[src/hdl/lprs_pkg.sv]
// lprs_pkg: shared types and constants for the LED panel row-scan block.
// Used by lprs_ctrl, lprs_dp and led_panel_row_scan. No dependencies.
package lprs_pkg;

  localparam int STORE_AW    = 7;
  localparam int STORE_DEPTH = 128;
  localparam int BYTE_W      = 8;
  localparam int ROWB_W      = 4;
  localparam int ROWS_W      = 5;
  localparam int ROW_W       = 4;
  localparam int CFG_IDX_W   = 2;
  localparam int CFG_DATA_W  = 5;

  localparam logic [BYTE_W-1:0] INVERT_MASK = 8'hFF;

  localparam logic [ROWB_W-1:0] ROW_BYTES_RST = 4'd4;
  localparam logic [ROWS_W-1:0] ROWS_RST      = 5'd16;
  localparam logic              INVERT_RST    = 1'b1;
  localparam logic              ENABLE_RST    = 1'b1;

  localparam logic [CFG_IDX_W-1:0] REG_ROW_BYTES = 2'd0;
  localparam logic [CFG_IDX_W-1:0] REG_ROWS      = 2'd1;
  localparam logic [CFG_IDX_W-1:0] REG_INVERT    = 2'd2;
  localparam logic [CFG_IDX_W-1:0] REG_ENABLE    = 2'd3;

  localparam logic FUNC_WRITE = 1'b0;
  localparam logic FUNC_SCAN  = 1'b1;

  typedef enum logic {
    ST_IDLE,
    ST_RUN
  } lprs_state_t;

  typedef struct packed {
    logic wr;
    logic load;
    logic step;
  } lprs_cmd_t;

  typedef struct packed {
    logic enable;
    logic last_col;
  } lprs_sts_t;

endpackage

[src/hdl/lprs_ctrl.sv]
// lprs_ctrl: scan controller state machine for the LED panel row-scan block.
// Depends on lprs_pkg; drives commands into lprs_dp.
module lprs_ctrl
  import lprs_pkg::*;
(
  input  logic      clk,
  input  logic      rst_n,
  input  logic      start,
  input  logic      in_func,
  input  lprs_sts_t sts,
  output lprs_cmd_t cmd,
  output logic      busy
);

  lprs_state_t state_r;
  lprs_state_t state_nxt;
  logic        idle_go;

  assign idle_go = (state_r == ST_IDLE) && start;

  always_ff @(posedge clk) begin
    if (!rst_n) begin
      state_r <= ST_IDLE;
    end else begin
      state_r <= state_nxt;
    end
  end

  always_comb begin
    state_nxt = state_r;
    unique case (state_r)
      ST_IDLE: begin
        if (start && (in_func == FUNC_SCAN) && sts.enable) begin
          state_nxt = ST_RUN;
        end
      end
      ST_RUN: begin
        if (sts.last_col) begin
          state_nxt = ST_IDLE;
        end
      end
      default: state_nxt = ST_IDLE;
    endcase
  end

  always_comb begin
    cmd  = '0;
    busy = 1'b0;
    unique case (state_r)
      ST_IDLE: begin
        cmd.wr   = idle_go && (in_func == FUNC_WRITE);
        cmd.load = idle_go && (in_func == FUNC_SCAN) && sts.enable;
      end
      ST_RUN: begin
        cmd.step = 1'b1;
        busy     = 1'b1;
      end
      default: begin
        busy = 1'b0;
      end
    endcase
  end

endmodule

[src/hdl/lprs_dp.sv]
// lprs_dp: datapath of the LED panel row-scan block: config registers,
// frame store with valid bits, scan row, column counter and output stage. Uses lprs_pkg.
module lprs_dp
  import lprs_pkg::*;
#(
  parameter int MAX_ROW_BYTES = 8,
  parameter int MAX_ROWS      = 16
) (
  input  logic                  clk,
  input  logic                  rst_n,
  input  lprs_cmd_t             cmd,
  output lprs_sts_t             sts,
  input  logic [STORE_AW-1:0]   in_address,
  input  logic [BYTE_W-1:0]     in_data,
  input  logic                  cfg_we,
  input  logic [CFG_IDX_W-1:0]  cfg_index,
  input  logic [CFG_DATA_W-1:0] cfg_data,
  output logic                  out_valid,
  output logic [BYTE_W-1:0]     out_pixel_byte,
  output logic [ROW_W-1:0]      out_row_address,
  output logic                  out_latch
);

  localparam int COL_W = (MAX_ROW_BYTES > 1) ? $clog2(MAX_ROW_BYTES) : 1;

  logic [ROWB_W-1:0]   row_bytes_r;
  logic [ROWS_W-1:0]   rows_r;
  logic                invert_r;
  logic                enable_r;

  logic [ROW_W-1:0]    scan_row_r;
  logic [ROW_W-1:0]    scan_row_nxt;
  logic [STORE_AW-1:0] base_r;
  logic [COL_W-1:0]    col_r;
  logic [ROW_W-1:0]    row_addr_r;
  logic [BYTE_W-1:0]   xor_r;

  logic [ROWB_W-1:0]   nbytes;
  logic [ROWS_W-1:0]   nrows;
  logic [STORE_AW-1:0] rd_addr;

  logic [BYTE_W-1:0]   mem [STORE_DEPTH];
  logic [STORE_DEPTH-1:0] vld_r;
  logic [BYTE_W-1:0]   rd_q_r;
  logic                rd_hit_r;
  logic                out_vld_r;
  logic                out_last_r;

  // config registers
  always_ff @(posedge clk) begin
    if (!rst_n) begin
      row_bytes_r <= ROW_BYTES_RST;
      rows_r      <= ROWS_RST;
      invert_r    <= INVERT_RST;
      enable_r    <= ENABLE_RST;
    end else if (cfg_we) begin
      unique case (cfg_index)
        REG_ROW_BYTES: row_bytes_r <= cfg_data[ROWB_W-1:0];
        REG_ROWS:      rows_r      <= cfg_data[ROWS_W-1:0];
        REG_INVERT:    invert_r    <= cfg_data[0];
        REG_ENABLE:    enable_r    <= cfg_data[0];
        default:       enable_r    <= enable_r;
      endcase
    end
  end

  always_comb begin
    if (row_bytes_r == '0) begin
      nbytes = ROWB_W'(1);
    end else if (row_bytes_r > ROWB_W'(MAX_ROW_BYTES)) begin
      nbytes = ROWB_W'(MAX_ROW_BYTES);
    end else begin
      nbytes = row_bytes_r;
    end
    if (rows_r == '0) begin
      nrows = ROWS_W'(1);
    end else if (rows_r > ROWS_W'(MAX_ROWS)) begin
      nrows = ROWS_W'(MAX_ROWS);
    end else begin
      nrows = rows_r;
    end
    if (({1'b0, scan_row_r} + ROWS_W'(1)) >= nrows) begin
      scan_row_nxt = '0;
    end else begin
      scan_row_nxt = scan_row_r + ROW_W'(1);
    end
  end

  // latch the row setup on a scan, then count columns down
  always_ff @(posedge clk) begin
    if (!rst_n) begin
      scan_row_r <= '0;
    end else if (cmd.load) begin
      scan_row_r <= scan_row_nxt;
    end
  end

  always_ff @(posedge clk) begin
    if (cmd.load) begin
      base_r     <= STORE_AW'(scan_row_r) * STORE_AW'(nbytes);
      col_r      <= COL_W'(nbytes - ROWB_W'(1));
      row_addr_r <= ROW_W'(nrows - ROWS_W'(1) - {1'b0, scan_row_r});
      xor_r      <= invert_r ? INVERT_MASK : '0;
    end else if (cmd.step) begin
      col_r <= col_r - COL_W'(1);
    end
  end

  assign rd_addr = base_r + STORE_AW'(col_r);

  // frame store
  always_ff @(posedge clk) begin
    if (cmd.wr) begin
      mem[in_address] <= in_data;
    end
    if (cmd.step) begin
      rd_q_r <= mem[rd_addr];
    end
  end

  always_ff @(posedge clk) begin
    if (!rst_n) begin
      vld_r <= '0;
    end else if (cmd.wr) begin
      vld_r[in_address] <= 1'b1;
    end
  end

  always_ff @(posedge clk) begin
    if (cmd.step) begin
      rd_hit_r   <= vld_r[rd_addr];
      out_last_r <= (col_r == '0);
    end
  end

  always_ff @(posedge clk) begin
    if (!rst_n) begin
      out_vld_r <= 1'b0;
    end else begin
      out_vld_r <= cmd.step;
    end
  end

  assign sts.enable   = enable_r;
  assign sts.last_col = (col_r == '0);

  assign out_valid       = out_vld_r;
  assign out_pixel_byte  = (rd_hit_r ? rd_q_r : '0) ^ xor_r;
  assign out_row_address = row_addr_r;
  assign out_latch       = out_vld_r && out_last_r;

endmodule

[src/hdl/led_panel_row_scan.sv]
// led_panel_row_scan: top level of the LED panel row-scan block.
// Instantiates lprs_ctrl and lprs_dp; uses lprs_pkg.
//
// Usage:
//   Input: present in_func/in_address/in_data with start; the word is taken
//   at a clock edge with start high and busy low. A write word (in_func 0)
//   stores one byte into the frame store in that cycle and never raises busy.
//   A scan word (in_func 1) with the display enabled raises busy while it
//   reads a row of row_bytes bytes, clamped to 1..MAX_ROW_BYTES; with the
//   display disabled it is dropped and busy stays low.
//   Output: each pixel byte shows for one cycle with out_valid high, last
//   column first, one per cycle, after the row setup and the first store read
//   are registered. out_latch marks the last byte of the row. The receiver
//   cannot stall. A scan word waits for busy to drop (single frame store
//   read port, one byte per cycle); writes go each cycle that busy is low.
//   Config: cfg_we/cfg_index/cfg_data write a register; write only while
//   busy is low and no byte is pending.
//   Reset: registers take their defaults, the scan row returns to 0 and the
//   frame store reads as zero at once (per-entry valid bits, no clear pass).
module led_panel_row_scan
  import lprs_pkg::*;
#(
  parameter int MAX_ROW_BYTES = 8,
  parameter int MAX_ROWS      = 16
) (
  input  logic                  clk,
  input  logic                  rst_n,
  input  logic                  start,
  output logic                  busy,
  input  logic                  in_func,
  input  logic [STORE_AW-1:0]   in_address,
  input  logic [BYTE_W-1:0]     in_data,
  output logic                  out_valid,
  output logic [BYTE_W-1:0]     out_pixel_byte,
  output logic [ROW_W-1:0]      out_row_address,
  output logic                  out_latch,
  input  logic                  cfg_we,
  input  logic [CFG_IDX_W-1:0]  cfg_index,
  input  logic [CFG_DATA_W-1:0] cfg_data
);

  lprs_cmd_t cmd;
  lprs_sts_t sts;

  lprs_ctrl u_ctrl (
    .clk     (clk),
    .rst_n   (rst_n),
    .start   (start),
    .in_func (in_func),
    .sts     (sts),
    .cmd     (cmd),
    .busy    (busy)
  );

  lprs_dp #(
    .MAX_ROW_BYTES (MAX_ROW_BYTES),
    .MAX_ROWS      (MAX_ROWS)
  ) u_dp (
    .clk             (clk),
    .rst_n           (rst_n),
    .cmd             (cmd),
    .sts             (sts),
    .in_address      (in_address),
    .in_data         (in_data),
    .cfg_we          (cfg_we),
    .cfg_index       (cfg_index),
    .cfg_data        (cfg_data),
    .out_valid       (out_valid),
    .out_pixel_byte  (out_pixel_byte),
    .out_row_address (out_row_address),
    .out_latch       (out_latch)
  );

  a_out_after_busy: assert property (@(posedge clk) disable iff (!rst_n)
    out_valid |-> $past(busy))
    else $error("output byte without a scan in progress");

  a_busy_from_scan: assert property (@(posedge clk) disable iff (!rst_n)
    $rose(busy) |-> $past(start && (in_func == FUNC_SCAN)))
    else $error("busy raised without a scan word");

  a_latch_ends_row: assert property (@(posedge clk) disable iff (!rst_n)
    (out_valid && out_latch) |-> !busy)
    else $error("row latched while scan still running");

  a_busy_streams: assert property (@(posedge clk) disable iff (!rst_n)
    busy |=> out_valid)
    else $error("scan cycle produced no byte");

endmodule
[config.mk]
export PLATFORM = sky130hd
export DESIGN_NAME = led_panel_row_scan
export DESIGN_NICKNAME = d
export VERILOG_FILES = /design/src/hdl/lprs_pkg.sv /design/src/hdl/lprs_ctrl.sv /design/src/hdl/lprs_dp.sv /design/src/hdl/led_panel_row_scan.sv
export SDC_FILE = /design/constraint.sdc
export NUM_CORES = 1
export LEC_CHECK = 0
export BUFFER_PORTS_ARGS = -buffer_cell sky130_fd_sc_hd__buf_2
export CAP_MARGIN = 30
export CELL_PAD_IN_SITES_DETAIL_PLACEMENT = 1
export CELL_PAD_IN_SITES_GLOBAL_PLACEMENT = 1
export CORE_ASPECT_RATIO = 1.75
export CORE_UTILIZATION = 23
export CTS_CLUSTER_DIAMETER = 50
export DETAILED_ROUTE_END_ITERATION = 12
export PLACE_DENSITY_LB_ADDON = 0.1
export RECOVER_POWER = 100
export REMOVE_ABC_BUFFERS = 1
export SLEW_MARGIN = 25
export SYNTH_ARGS = -nofsm -noshare
export SYNTH_HDL_FRONTEND = slang
export SYNTH_SLANG_ARGS = --single-unit
[constraint.sdc]
create_clock -name clk -period 5.3 [get_ports clk]
set_clock_uncertainty 0.1 [all_clocks]
set_input_delay 0.265 -clock clk [delete_from_list [all_inputs] [get_ports clk]]
set_output_delay 0.265 -clock clk [all_outputs]
set_load 0.05 [all_outputs]
==> results, run 1 <==
- The flow ran to the end, but the final reports show violations.
- The final reports fail on capacitance limit, slew limit.
- The number of nets in the layout is 2719.
- The average via count per standard cell is 4.43.
- The number of gates resized after CTS is 0.
- The simple-gate share of the synthesized area is 3.49%.
- The layer flagged by global routing as most heavily used is met2.
- The die covers 0.207 mm².
- The met3 track demand over resource is 1.49%.
- The compound-gate portion of the synthesized area is 4.66%.
- The worst hold path class is input pin to register.
- The overall via count from detail_route is 24100.
- Entering global routing, the biggest net connects 110 pins.
- The via count of the first global-routing pass is 26900.
- After Yosys synthesis, XOR and XNOR cells account for 0.426% of the synthesized area.
- The first TritonRoute pass finished after 5 iterations.
- The filler cells instantiated in the layout total 21100.
- The initial cell density of the core is 23.2%.
- The total count of hold-check failures in the final report is 0.
- The total placed cells including tap cells is 5146.
- The initialized floorplan defines 219 standard-cell rows.
- The clock period minus worst slack is 4.64 ns.
- In the final layout, the share of cells above drive strength 1 is 22.6%.
- VDD sags by at most 241 µV.
- The count of flip-flops with a built-in enable after synthesis is 1049.
- The cell with the most instances after synthesis is sky130_fd_sc_hd__edfxtp_1.
- The vertical die dimension is 602 µm.
- The count of yosys warnings during synthesis is 0.
- The cell depth of the worst hold path is 3.
- In this run the worst path has a maximum fanout of 30.
- The CTS root buffer is sky130_fd_sc_hd__clkbuf_16.
- The number of sinks driven by the clock tree is 1194.
- Setup repair after global routing left no endpoint under its margin.
- The cell type contributing the most total cell area after synthesis is sky130_fd_sc_hd__edfxtp_1.
- After detailed routing, the number of remaining DRC violations is 0.
- The sequential fraction of the synthesis area is 72.8%.
- By area the synthesized netlist is led by sky130_fd_sc_hd__edfxtp_1, sky130_fd_sc_hd__mux4_2, sky130_fd_sc_hd__dfxtp_1.
- In this run, the number of DRC markers left after iteration 0 of detailed routing was 1566.
- TritonCTS built the clock tree.
- The final count of negative-setup-slack endpoints is 0.
- The proportion of netlist area held by the largest area contributor is 66.7%.
- Clock-pin slew was measured on the worst setup and hold paths at 0.07 ns.
- The floorplan core area is 0.204 mm².
- The multiplexer fraction of the synthesized cell area is 16.0%.
- The transition time at the pin with the least slew margin is 5.03 ns.
- The commonest cells after synthesis are sky130_fd_sc_hd__edfxtp_1, sky130_fd_sc_hd__mux4_2, sky130_fd_sc_hd__dfxtp_1, sky130_fd_sc_hd__nor2_1, sky130_fd_sc_hd__o21a_1.
- For this run the aggregate overflow at the end of global routing stands at 0.
- The commonest register cell after synthesis is sky130_fd_sc_hd__edfxtp_1.
- For this design the static power due to leakage is 17.1 nW.
- The number of nets with antenna violations after routing is 0.
- The first-pass GRT wire length is 214 mm.
- STA classifies the critical path startpoint as a register.
- The count of pins over their slew limit is 975.
- Buffers added to address setup during post-CTS repair amount to 0.
- Counting flops and latches in the post-synthesis netlist gives 1194.
- The number of antenna violations at the first check in global routing was 5.
- The TritonCTS buffer count is 118.
- The tool flagged a number of max-cap violations equal to 17.
- The headroom to the max-slew limit is -236%.
- The class of the most critical setup path is register to register.
- The count of buffers inserted at the top-level ports is 41.
- For this run, global-route usage on met1 was measured as 16.8%.
- In the global route stage, met2 resource usage came out at 28.0%.
- The synthesized netlist contains 66 unique library cells.
- After synthesis the cells add up to 0.0473 mm².
- The top-level I/O count is 42.
- The H-tree generated during clock tree synthesis spans 3 levels.
- The die is 345 µm wide.
- The global router's overall resource usage is 14.6%.
- The total wire length is 151 mm.
- The timing-limited maximum frequency is 0.216 GHz.
- The wire length per cell after detailed routing is 27.9 µm.
- At the worst endpoint, the required time is 5.67 ns.
- The insertion delay of the later-clocked pin in the worst-skew pair is 0.75 ns.
- The worst register-to-register path has a depth of 8.
- The power density relative to cell area is 400 mW/mm².
- For this run, asynchronously set or reset flops after synthesis account for 0%.
- Synthesis produced a netlist whose cell count is 2442.
- By area, the combinational part of the netlist is dominated by multiplexers.
- The adder-cell share of the synthesized area is 0.863%.
- The capturing element type of the critical path is a register.
- The final non-filler cell total is 5425.
- The smallest setup slack after layout is 0.661 ns.
- The detailed placer's ending HPWL is 99.3 mm.
- In this run the deepest clock path goes through 3 buffers.
- The worst slack at placement is 0.760 ns.
- At the worst endpoint, the arrival time is 5.01 ns.
- From synthesis to final layout, the design area changed by 17.3%.
- The average instance area after synthesis is 19.4 µm².
- The share of the cycle needed by the critical path after routing is 87.5%.
- The congestion estimate from routability-driven global placement came to 0.760.
cells in the final DEF, fill, tap and decap left out, types with 17 or more instances in the layout:
| master | instances |
|---|---|
| sky130_fd_sc_hd__a21oi_1 | 43 |
| sky130_fd_sc_hd__and2_1 | 23 |
| sky130_fd_sc_hd__buf_2 | 17 |
| sky130_fd_sc_hd__buf_4 | 63 |
| sky130_fd_sc_hd__clkbuf_1 | 156 |
| sky130_fd_sc_hd__clkbuf_16 | 118 |
| sky130_fd_sc_hd__clkinv_2 | 19 |
| sky130_fd_sc_hd__dfxtp_1 | 145 |
| sky130_fd_sc_hd__dlygate4sd3_1 | 18 |
| sky130_fd_sc_hd__edfxtp_1 | 1049 |
| sky130_fd_sc_hd__ha_1 | 22 |
| sky130_fd_sc_hd__mux2_2 | 21 |
| sky130_fd_sc_hd__mux2i_1 | 41 |
| sky130_fd_sc_hd__mux4_2 | 306 |
| sky130_fd_sc_hd__nand2_1 | 59 |
| sky130_fd_sc_hd__nand3_1 | 53 |
| sky130_fd_sc_hd__nor2_1 | 141 |
| sky130_fd_sc_hd__nor2b_1 | 21 |
| sky130_fd_sc_hd__nor4_1 | 20 |
| sky130_fd_sc_hd__o21a_1 | 131 |
| sky130_fd_sc_hd__o21ai_0 | 56 |
cell families after synthesis:
family | count (synthesis)
flip-flops | 1194
multiplexers | 369
AND/OR/NAND/NOR | 352
AO/OA/AOI/OAI | 319
buffers and inverters | 156
adder cells (fa/ha/maj) | 29
XOR/XNOR | 23
area by class of cell:
class,instances,area (µm²),share of cell area [%]
tap,2652,3320,5.99
multi-input combinational,1092,12100,21.8
timing repair buffer,243,1540,2.78
sequential,1194,34400,62.1
clock inverter,62,716,1.29
antenna,4,10.0,0.0181
clock buffer,164,3280,5.91
inverter,14,52.6,0.0948
worst max-delay path, cell delays in order (launching register included):
cell and delay, ns:
sky130_fd_sc_hd__edfxtp_1 0.46, sky130_fd_sc_hd__ha_4 0.23, sky130_fd_sc_hd__fa_4 0.84, sky130_fd_sc_hd__clkbuf_2 0.84, sky130_fd_sc_hd__buf_4 0.38, sky130_fd_sc_hd__mux4_2 0.38, sky130_fd_sc_hd__mux2_2 0.29, sky130_fd_sc_hd__o221ai_1 0.63
sky130_fd_sc_hd__nor4_1 0.18
final timing paths:
check / from / end / slack, ns
max: u_dp.col_r[0]$_DFFE_PP_ / u_dp.rd_q_r[1]$_DFFE_PP_ / 0.66
min: in_address[3] / u_dp.mem[91][7]$_DFFE_PP_ / 0.17
max reg2reg: u_dp.col_r[0]$_DFFE_PP_ / u_dp.rd_q_r[1]$_DFFE_PP_ / 0.66
min reg2reg: u_dp.vld_r[2]$_SDFFE_PN0P_ / u_dp.vld_r[2]$_SDFFE_PN0P_ / 0.36
per-layer routing:
metal,share of wire [%],wire length (µm)
met5,0,0
met4,2.5,3800
met3,2.4,3600
met2,56,84500
met1,39,59500
metrics by stage:
step                      cell area (µm²)  TNS (ns)  total power [W]  hold slack [ns]  util [%]
after floorplan                     46500    -69.73           0.0129            0.227         -
after global placement              51000         0           0.0137            0.341      25.0
after global routing                55400         0           0.0229            0.181      27.2
after detailed placement            51500         0           0.0138            0.351      25.3
final                               55400         0           0.0221            0.174      27.2
after CTS                           55700         0           0.0226          0.00390      27.3
power breakdown:
| part | switching (W) | internal (W) | total, W |
|---|---|---|---|
| logic | 0.00193 | 0.00120 | 0.00313 |
| registers | 0.0000269 | 0.0103 | 0.0103 |
| clock network | 0.00383 | 0.00489 | 0.00872 |
| total | 0.00578 | 0.0164 | 0.0221 |
state kept, by name (all words and copies together), names as in the netlist:
register,flops
u_ctrl.state_r,1
u_dp.base_r,7
u_dp.col_r,3
u_dp.enable_r,1
u_dp.invert_r,1
u_dp.mem,1024
u_dp.out_last_r,1
u_dp.out_row_address,4
u_dp.out_valid,1
u_dp.rd_hit_r,1
u_dp.rd_q_r,8
u_dp.row_bytes_r,4
u_dp.rows_r,5
u_dp.scan_row_r,4
u_dp.vld_r,128
u_dp.xor_r,1
repair_timing:
item / in CTS / in global routing
endpoints found under the setup margin: 0 / 0
hold endpoints to repair: 96 / 56
hold buffers: 16 / 2
No activity file was read; power rests on OpenSTA's default activity.
==> run 2, diff against run 1 <==
Settings changed: CAP_MARGIN 30 to 25, CORE_MARGIN set to 2.
==> results, run 2 (synthesis gave the netlist of run 1 again) <==
- The required time of the critical path came to 5.83 ns (was 5.67 ns).
- The proportion of layout cells with a drive suffix above 1 is 22.1% (was 22.6%).
- The detailed placer's ending HPWL is 102 mm (was 99.3 mm).
- The worst flop-to-flop path startpoint was u_ctrl.state_r$_SDFF_PN0_ (was u_dp.col_r[0]$_DFFE_PP_).
- The total of fill cells in the finished design is 21200 (was 21100).
- The total count of hold-check failures in the final report is 0 (unchanged).
- The last weighted congestion value of the routability-driven placer came to 0.742 (was 0.760).
- Status: finished, violations left (unchanged).
- The TritonCTS buffer count is 120 (was 118).
- The final count of negative-setup-slack endpoints is 0 (unchanged).
- The wire length per cell after detailed routing is 28.7 µm (was 27.9 µm).
- The last element of the critical path was u_dp.vld_r[113]$_SDFFE_PN0P_ (was u_dp.rd_q_r[1]$_DFFE_PP_).
- The insertion delay of the later-clocked pin in the worst-skew pair is 0.76 ns (was 0.75 ns).
- The via count of the first global-routing pass is 26500 (was 26900).
- The static leakage power is 16.9 nW (was 17.1 nW).
- The worst slack at placement was 0.690 ns (was 0.760 ns).
- The start point of the worst hold path was start (was in_address[3]).
- Registers with the most flip-flops: u_dp.mem x1024, u_dp.vld_r x128, u_dp.rd_q_r x8 (unchanged).
- The peak ir drop on the vdd network is 244 µV (was 241 µV).
- The maximum fanout count along the critical path is 17 (was 30).
- The number of nets with antenna violations after routing is 0 (unchanged).
- Commonest cells after routing, fill and taps aside: sky130_fd_sc_hd__edfxtp_1, sky130_fd_sc_hd__mux4_2, sky130_fd_sc_hd__dfxtp_1, sky130_fd_sc_hd__nor2_1, sky130_fd_sc_hd__o21a_1 (was sky130_fd_sc_hd__edfxtp_1, sky130_fd_sc_hd__mux4_2, sky130_fd_sc_hd__clkbuf_1, sky130_fd_sc_hd__dfxtp_1, sky130_fd_sc_hd__nor2_1).
- The register-to-register setup slack was 0.53 ns (was 0.66 ns).
- The count of pins over their slew limit is 885 (was 975).
- The top register by number of flip-flops is u_dp.mem (unchanged).
- The multi-input logic area is 0.0121 mm² (about the same).
- The TritonCTS clock tree was built (unchanged).
- The critical path startpoint category is a register (unchanged).
- The leading cell type in the layout, fill and taps excluded is sky130_fd_sc_hd__edfxtp_1 (unchanged).
- Setup repair after global routing missed its margin: no (unchanged).
- The clock transition at the register clock pins on the worst setup and hold paths after CTS is 0.06 ns (was 0.07 ns).
- The share of the cycle needed by the critical path after routing is 89.9% (was 87.5%).
- The maximum count of clock buffers along a single path came to 3 (unchanged).
- The power density relative to cell area is 396 mW/mm² (was 400 mW/mm²).
- The first-pass GRT wire length is 217 mm (was 214 mm).
- The count of buffers added by post-CTS timing repair for setup was 0 (unchanged).
- The level count of the clock H-tree came to 3 (unchanged).
- The capturing element type of the critical path is a register (unchanged).
- The worst endpoint data arrival time is 5.30 ns (was 5.01 ns).
- The smallest setup slack after layout is 0.534 ns (was 0.661 ns).
- The maximum number of pins on one net before global-route repair is 82 (was 110).
- The number of placement rows was 220 (was 219).
- The overall via count from detail_route is 23900 (was 24100).
- The area growth from synthesis to layout was 16.3% (was 17.3%).
- The register cell area after layout is 0.0344 mm² (unchanged).
- The transition time at the pin with the least slew margin is 3.98 ns (was 5.03 ns).
- The top-level I/O count came to 42 (unchanged).
- The area enclosed by the die boundary came to 0.209 mm² (was 0.207 mm²).
- The cell depth of the worst flop-to-flop path was 5 (was 8).
- The timing-limited maximum frequency is 0.210 GHz (was 0.216 GHz).
- The number of nets in the layout is 2671 (was 2719).
- The number of sinks driven by the clock tree is 1194 (unchanged).
- The final design utilization is 26.8% (was 27.2%).
- The setup total negative slack came to 0 ns (unchanged).
- The total global routing overflow is 0 (unchanged).
- The worst hold path class is input pin to register (unchanged).
- The detailed-routing iteration count for the pre-antenna-repair pass came to 6 (was 5).
- The floorplan core area was 0.205 mm² (was 0.204 mm²).
- The headroom to the max-slew limit is -165% (was -236%).
- The number of flip-flops under the largest register name was 1024 (unchanged).
- The number of antenna violations at the first check in global routing is 3 (was 5).
- The total DRC errors in the routed layout is 0 (unchanged).
- The CTS root buffer is sky130_fd_sc_hd__clkbuf_16 (unchanged).
- The DRC marker count from the first detailed-route iteration is 1492 (was 1566).
- The number of maximum-capacitance constraint violations is 18 (was 17).
- The average via count per standard cell is 4.43 (about the same).
- The end of the worst register-to-register path is u_dp.vld_r[113]$_SDFFE_PN0P_ (was u_dp.rd_q_r[1]$_DFFE_PP_).
- The class of the most critical setup path was register to register (unchanged).
- The die width is 347 µm (was 345 µm).
- The global router's overall resource usage was 14.7% (was 14.6%).
- The initial cell density of the core is 23.1% (was 23.2%).
- The start point of the critical path was u_ctrl.state_r$_SDFF_PN0_ (was u_dp.col_r[0]$_DFFE_PP_).
- The total wire length is 155 mm (was 151 mm).
- The vertical die dimension was 604 µm (was 602 µm).
- The clock period minus worst slack is 4.77 ns (was 4.64 ns).
- The count of buffers inserted at the top-level ports is 41 (unchanged).
- Violated checks: capacitance limit, slew limit (unchanged).
-- run 2: cell count changes in the layout (fill, tap and decap cells not counted), sizes merged, moves of 2 or more --
cell	delta
bufinv	-6
inv	+2
clkbuf	-39
clkinv	+5
buf	-16
dlygate4sd3	+2
clkinvlp	+2
-- run 2: routing by layer --
metal / wire [µm] / track usage, %
met1: 59800 / 16.5
met2: 87900 / 28.9
met3: 3280 / 1.51
met4: 3600 / 3.83
met5: 0 / 0
-- run 2: final cells by class --
| class | instances | share of cell area [%] |
|---|---|---|
| inverters | 14 | 0.0956 |
| diodes | 3 | 0.0137 |
| flip-flops and latches | 1194 | 62.6 |
| repair buffers | 193 | 2.31 |
| clock inverters | 65 | 0.997 |
| clock buffers | 162 | 5.86 |
| multi-input cells | 1092 | 22.0 |
| well taps | 2664 | 6.07 |
-- run 2: how the worst min path moves through the flow --
stage	slack (ns)	endpoint	depth (start not counted)
after detailed placement	0.35	u_dp.vld_r[118]$_SDFFE_PN0P_	1
after CTS	0.004	u_dp.mem[21][2]$_DFFE_PP_	1
final	0.20	u_ctrl.state_r$_SDFF_PN0_	3
after global routing	0.25	u_dp.mem[124][2]$_DFFE_PP_	3
after floorplan	0.23	u_dp.row_bytes_r[2]$_SDFFE_PN1P_	1
after global placement	0.34	u_dp.vld_r[86]$_SDFFE_PN0P_	1
-- run 2: power by group --
part	switching, W	internal, W	total (W)
combinational	0.00193	0.00118	0.00311
sequential	0.0000347	0.0103	0.0103
clock	0.00381	0.00453	0.00834
-- run 2: repair_timing --
item / in CTS / in global routing
endpoints found under the hold margin: 197 / 44
resized for setup: 0 / 0
hold buffers: 18 / 2
-- run 2: per-stage QoR --
| step | cell area, µm² | hold slack, ns | instances | total power (W) |
|---|---|---|---|---|
| 6_report | 54900 | 0.196 | 5387 | 0.0218 |
| 5_1_grt | 54900 | 0.253 | 5385 | 0.0225 |
| 3_3_place_gp | 51200 | 0.341 | 5130 | 0.0138 |
| 4_1_cts | 55300 | 0.00370 | 5378 | 0.0222 |
| 2_1_floorplan | 46500 | 0.227 | 2300 | 0.0129 |
| 3_5_place_dp | 51300 | 0.352 | 5133 | 0.0138 |
-- run 2: critical path: stages (launching register included) --
cell and delay (ns):
sky130_fd_sc_hd__dfxtp_1 1.02, sky130_fd_sc_hd__nor4bb_1 0.32, sky130_fd_sc_hd__nand2_1 0.13, sky130_fd_sc_hd__clkbuf_1 1.72
sky130_fd_sc_hd__nor2_1 0.91, sky130_fd_sc_hd__o21a_1 0.41
==> run 3, diff against run 2 <==
Settings changed: RECOVER_POWER 100 to unset.
==> results, run 3 (synthesis gave the netlist of run 1 again) <==
- The number of sinks driven by the clock tree is 1194 (unchanged).
- The wire length per cell after detailed routing is 28.6 µm (was 28.7 µm).
- The worst flop-to-flop path startpoint is u_dp.col_r[0]$_DFFE_PP_ (was u_ctrl.state_r$_SDFF_PN0_).
- The total count of hold-check failures in the final report is 11 (was 0).
- The cell area after placement was 0.0513 mm² (unchanged).
- The number of antenna violations at the first check in global routing is 3 (unchanged).
- The clock transition at the register clock pins on the worst setup and hold paths after CTS is 0.07 ns (was 0.06 ns).
- The capturing element type of the critical path is a register (unchanged).
- The maximum fanout count along the critical path is 47 (was 17).
- The cell depth of the worst flop-to-flop path is 9 (was 5).
- Crit path cell chain: ha_4, fa_4, buf_12, mux4_2, and2_1, a2111oi_0, o21ai_0, o221ai_1, nor4_1 (was nor4bb_1, nand2_1, clkbuf_1, nor2_1, o21a_1).
- The count of buffers added by post-CTS timing repair for setup is 0 (unchanged).
- The average via count per standard cell is 4.44 (was 4.43).
- The worst stage delay on the critical path is 0.97 ns (was 1.72 ns).
- The number of gates resized after CTS came to 0 (unchanged).
- The last weighted congestion value of the routability-driven placer came to 0.742 (unchanged).
- The TritonCTS buffer count was 120 (unchanged).
- The total global routing overflow is 0 (unchanged).
- The CTS root buffer is sky130_fd_sc_hd__clkbuf_16 (unchanged).
- The worst hold path class is input pin to register (unchanged).
- The leading cell type in the layout, fill and taps excluded was sky130_fd_sc_hd__edfxtp_1 (unchanged).
- The TritonCTS clock tree is built (unchanged).
- The start point of the critical path is u_dp.col_r[0]$_DFFE_PP_ (was u_ctrl.state_r$_SDFF_PN0_).
- Violated checks: hold timing (was capacitance limit, slew limit).
- The top-level I/O count came to 42 (unchanged).
- The clock period minus worst slack is 4.57 ns (was 4.77 ns).
- The critical path startpoint category is a register (unchanged).
- Commonest cells after routing, fill and taps aside: sky130_fd_sc_hd__edfxtp_1, sky130_fd_sc_hd__mux4_2, sky130_fd_sc_hd__dfxtp_1, sky130_fd_sc_hd__o21a_1, sky130_fd_sc_hd__buf_4 (was sky130_fd_sc_hd__edfxtp_1, sky130_fd_sc_hd__mux4_2, sky130_fd_sc_hd__dfxtp_1, sky130_fd_sc_hd__nor2_1, sky130_fd_sc_hd__o21a_1).
- Registers with the most flip-flops: u_dp.mem x1024, u_dp.vld_r x128, u_dp.rd_q_r x8 (unchanged).
- The count of pins over their slew limit was 0 (was 885).
- The count of buffers inserted at the top-level ports is 41 (unchanged).
- The total DRC errors in the routed layout was 0 (unchanged).
- The cell depth of the worst hold path came to 1 (was 3).
- The start point of the worst hold path was in_data[2] (was start).
- The number of hold-repair buffers added at the cts stage is 18 (unchanged).
- The total of fill cells in the finished design is 21200 (about the same).
- The end of the worst register-to-register path was u_dp.rd_q_r[2]$_DFFE_PP_ (was u_dp.vld_r[113]$_SDFFE_PN0P_).
- The maximum number of pins on one net before global-route repair is 82 (unchanged).
- The timing-limited maximum frequency is 0.219 GHz (was 0.210 GHz).
- Setup repair after global routing missed its margin: no (unchanged).
- The detailed-routing iteration count for the pre-antenna-repair pass is 7 (was 6).
- The number of nets with antenna violations after routing came to 0 (unchanged).
- The transition time at the pin with the least slew margin is 1.05 ns (was 3.98 ns).
- The level count of the clock H-tree is 3 (unchanged).
- The number of placement rows was 220 (unchanged).
- The proportion of layout cells with a drive suffix above 1 came to 26.7% (was 22.1%).
- The class of the most critical setup path is register to register (unchanged).
- The total non-filler cell area in the finished layout is 0.0554 mm² (was 0.0549 mm²).
- The DRC marker count from the first detailed-route iteration is 1427 (was 1492).
- The die width is 347 µm (unchanged).
- The insertion delay of the later-clocked pin in the worst-skew pair is 0.76 ns (about the same).
- The headroom to the max-slew limit came to 30.0% (was -165%).
- The number of flip-flops under the largest register name is 1024 (unchanged).
- The first-pass GRT wire length is 217 mm (unchanged).
- The final worst hold slack was -0.0178 ns (was 0.196 ns).
- The total wire length is 154 mm (was 155 mm).
- The final count of negative-setup-slack endpoints is 0 (unchanged).
- The setup total negative slack is 0 ns (unchanged).
- The slowest cell on the critical path is sky130_fd_sc_hd__fa_4 (was sky130_fd_sc_hd__clkbuf_1).
- The global router's overall resource usage is 14.7% (unchanged).
- The number of nets in the layout is 2671 (unchanged).
- The static leakage power is 17.2 nW (was 16.9 nW).
- The floorplan core area is 0.205 mm² (unchanged).
- The number of maximum-capacitance constraint violations came to 0 (was 18).
- The maximum count of clock buffers along a single path is 3 (unchanged).
- The power density relative to cell area is 393 mW/mm² (was 396 mW/mm²).
- The top register by number of flip-flops is u_dp.mem (unchanged).
- The initial cell density of the core is 23.1% (unchanged).
- The register-to-register setup slack is 0.73 ns (was 0.53 ns).
- The worst endpoint data arrival time is 4.91 ns (was 5.30 ns).
- Status: finished, violations left (unchanged).
- The peak ir drop on the vdd network is 244 µV (about the same).
- The hold path endpoint is u_dp.mem[26][2]$_DFFE_PP_ (was u_ctrl.state_r$_SDFF_PN0_).
- The area enclosed by the die boundary is 0.209 mm² (unchanged).
- The area growth from synthesis to layout is 17.2% (was 16.3%).
- The overall via count from detail_route came to 23900 (about the same).
- The required time of the critical path came to 5.64 ns (was 5.83 ns).
- The detailed placer's ending HPWL came to 102 mm (unchanged).
- The via count of the first global-routing pass came to 26500 (unchanged).
- The vertical die dimension was 604 µm (unchanged).
- The share of the cycle needed by the critical path after routing is 86.3% (was 89.9%).
-- run 3: area by class of cell --
type	count	area, µm²	area share (%)
antenna	3	7.51	0.0136
clock buffer	162	3220	5.82
clock inverter	65	548	0.990
inverter	14	52.6	0.0949
multi-input combinational	1092	12200	22.0
sequential	1194	34400	62.1
tap	2664	3330	6.02
timing repair buffer	193	1600	2.90
-- run 3: critical path: cells and delay by family (launching register included) --
family	cells	cell delay (ns)
compound gates	3	1.36
fa+ha+maj	2	1.19
flops	1	0.45
mux	1	0.38
simple gates	2	0.36
buf+inv	1	0.33
-- run 3: report_power, final --
part	total (W)	internal, W	switching (W)
Combinational	0.00313	0.00120	0.00193
Sequential	0.0103	0.0103	0.0000347
Clock	0.00834	0.00453	0.00381
Total	0.0218	0.0160	0.00578
-- run 3: per-stage QoR --
stage	util, %	cells	hold slack [ns]	worst slack, ns	total power (W)
6_report	27.0	5387	-0.0178	0.728	0.0218
5_1_grt	27.0	5385	0.00265	0.608	0.0225
4_1_cts	27.0	5378	0.00370	0.668	0.0222
3_5_place_dp	25.1	5133	0.352	0.690	0.0138
3_3_place_gp	25.0	5130	0.341	0.695	0.0138
2_1_floorplan	-	2300	0.227	-7.77	0.0129
-- run 3: worst max-delay path by stage --
stage	endpoint	slack, ns	cells past startpoint
5_1_grt	u_dp.rd_q_r[1]$_DFFE_PP_	0.61	8
3_3_place_gp	u_dp.rd_q_r[6]$_DFFE_PP_	0.70	8
2_1_floorplan	u_dp.rd_q_r[1]$_DFFE_PP_	-7.77	7
4_1_cts	u_dp.rd_q_r[2]$_DFFE_PP_	0.67	8
3_5_place_dp	u_dp.rd_q_r[6]$_DFFE_PP_	0.69	8
6_report	u_dp.rd_q_r[2]$_DFFE_PP_	0.73	9
-- run 3: layer usage --
metal	routed length (µm)	share of wire (%)	track usage [%]
met2	87600	57	28.9
met1	59500	39	16.5
met3	3630	2.4	1.51
met5	0	0	0
met4	3550	2.3	3.83
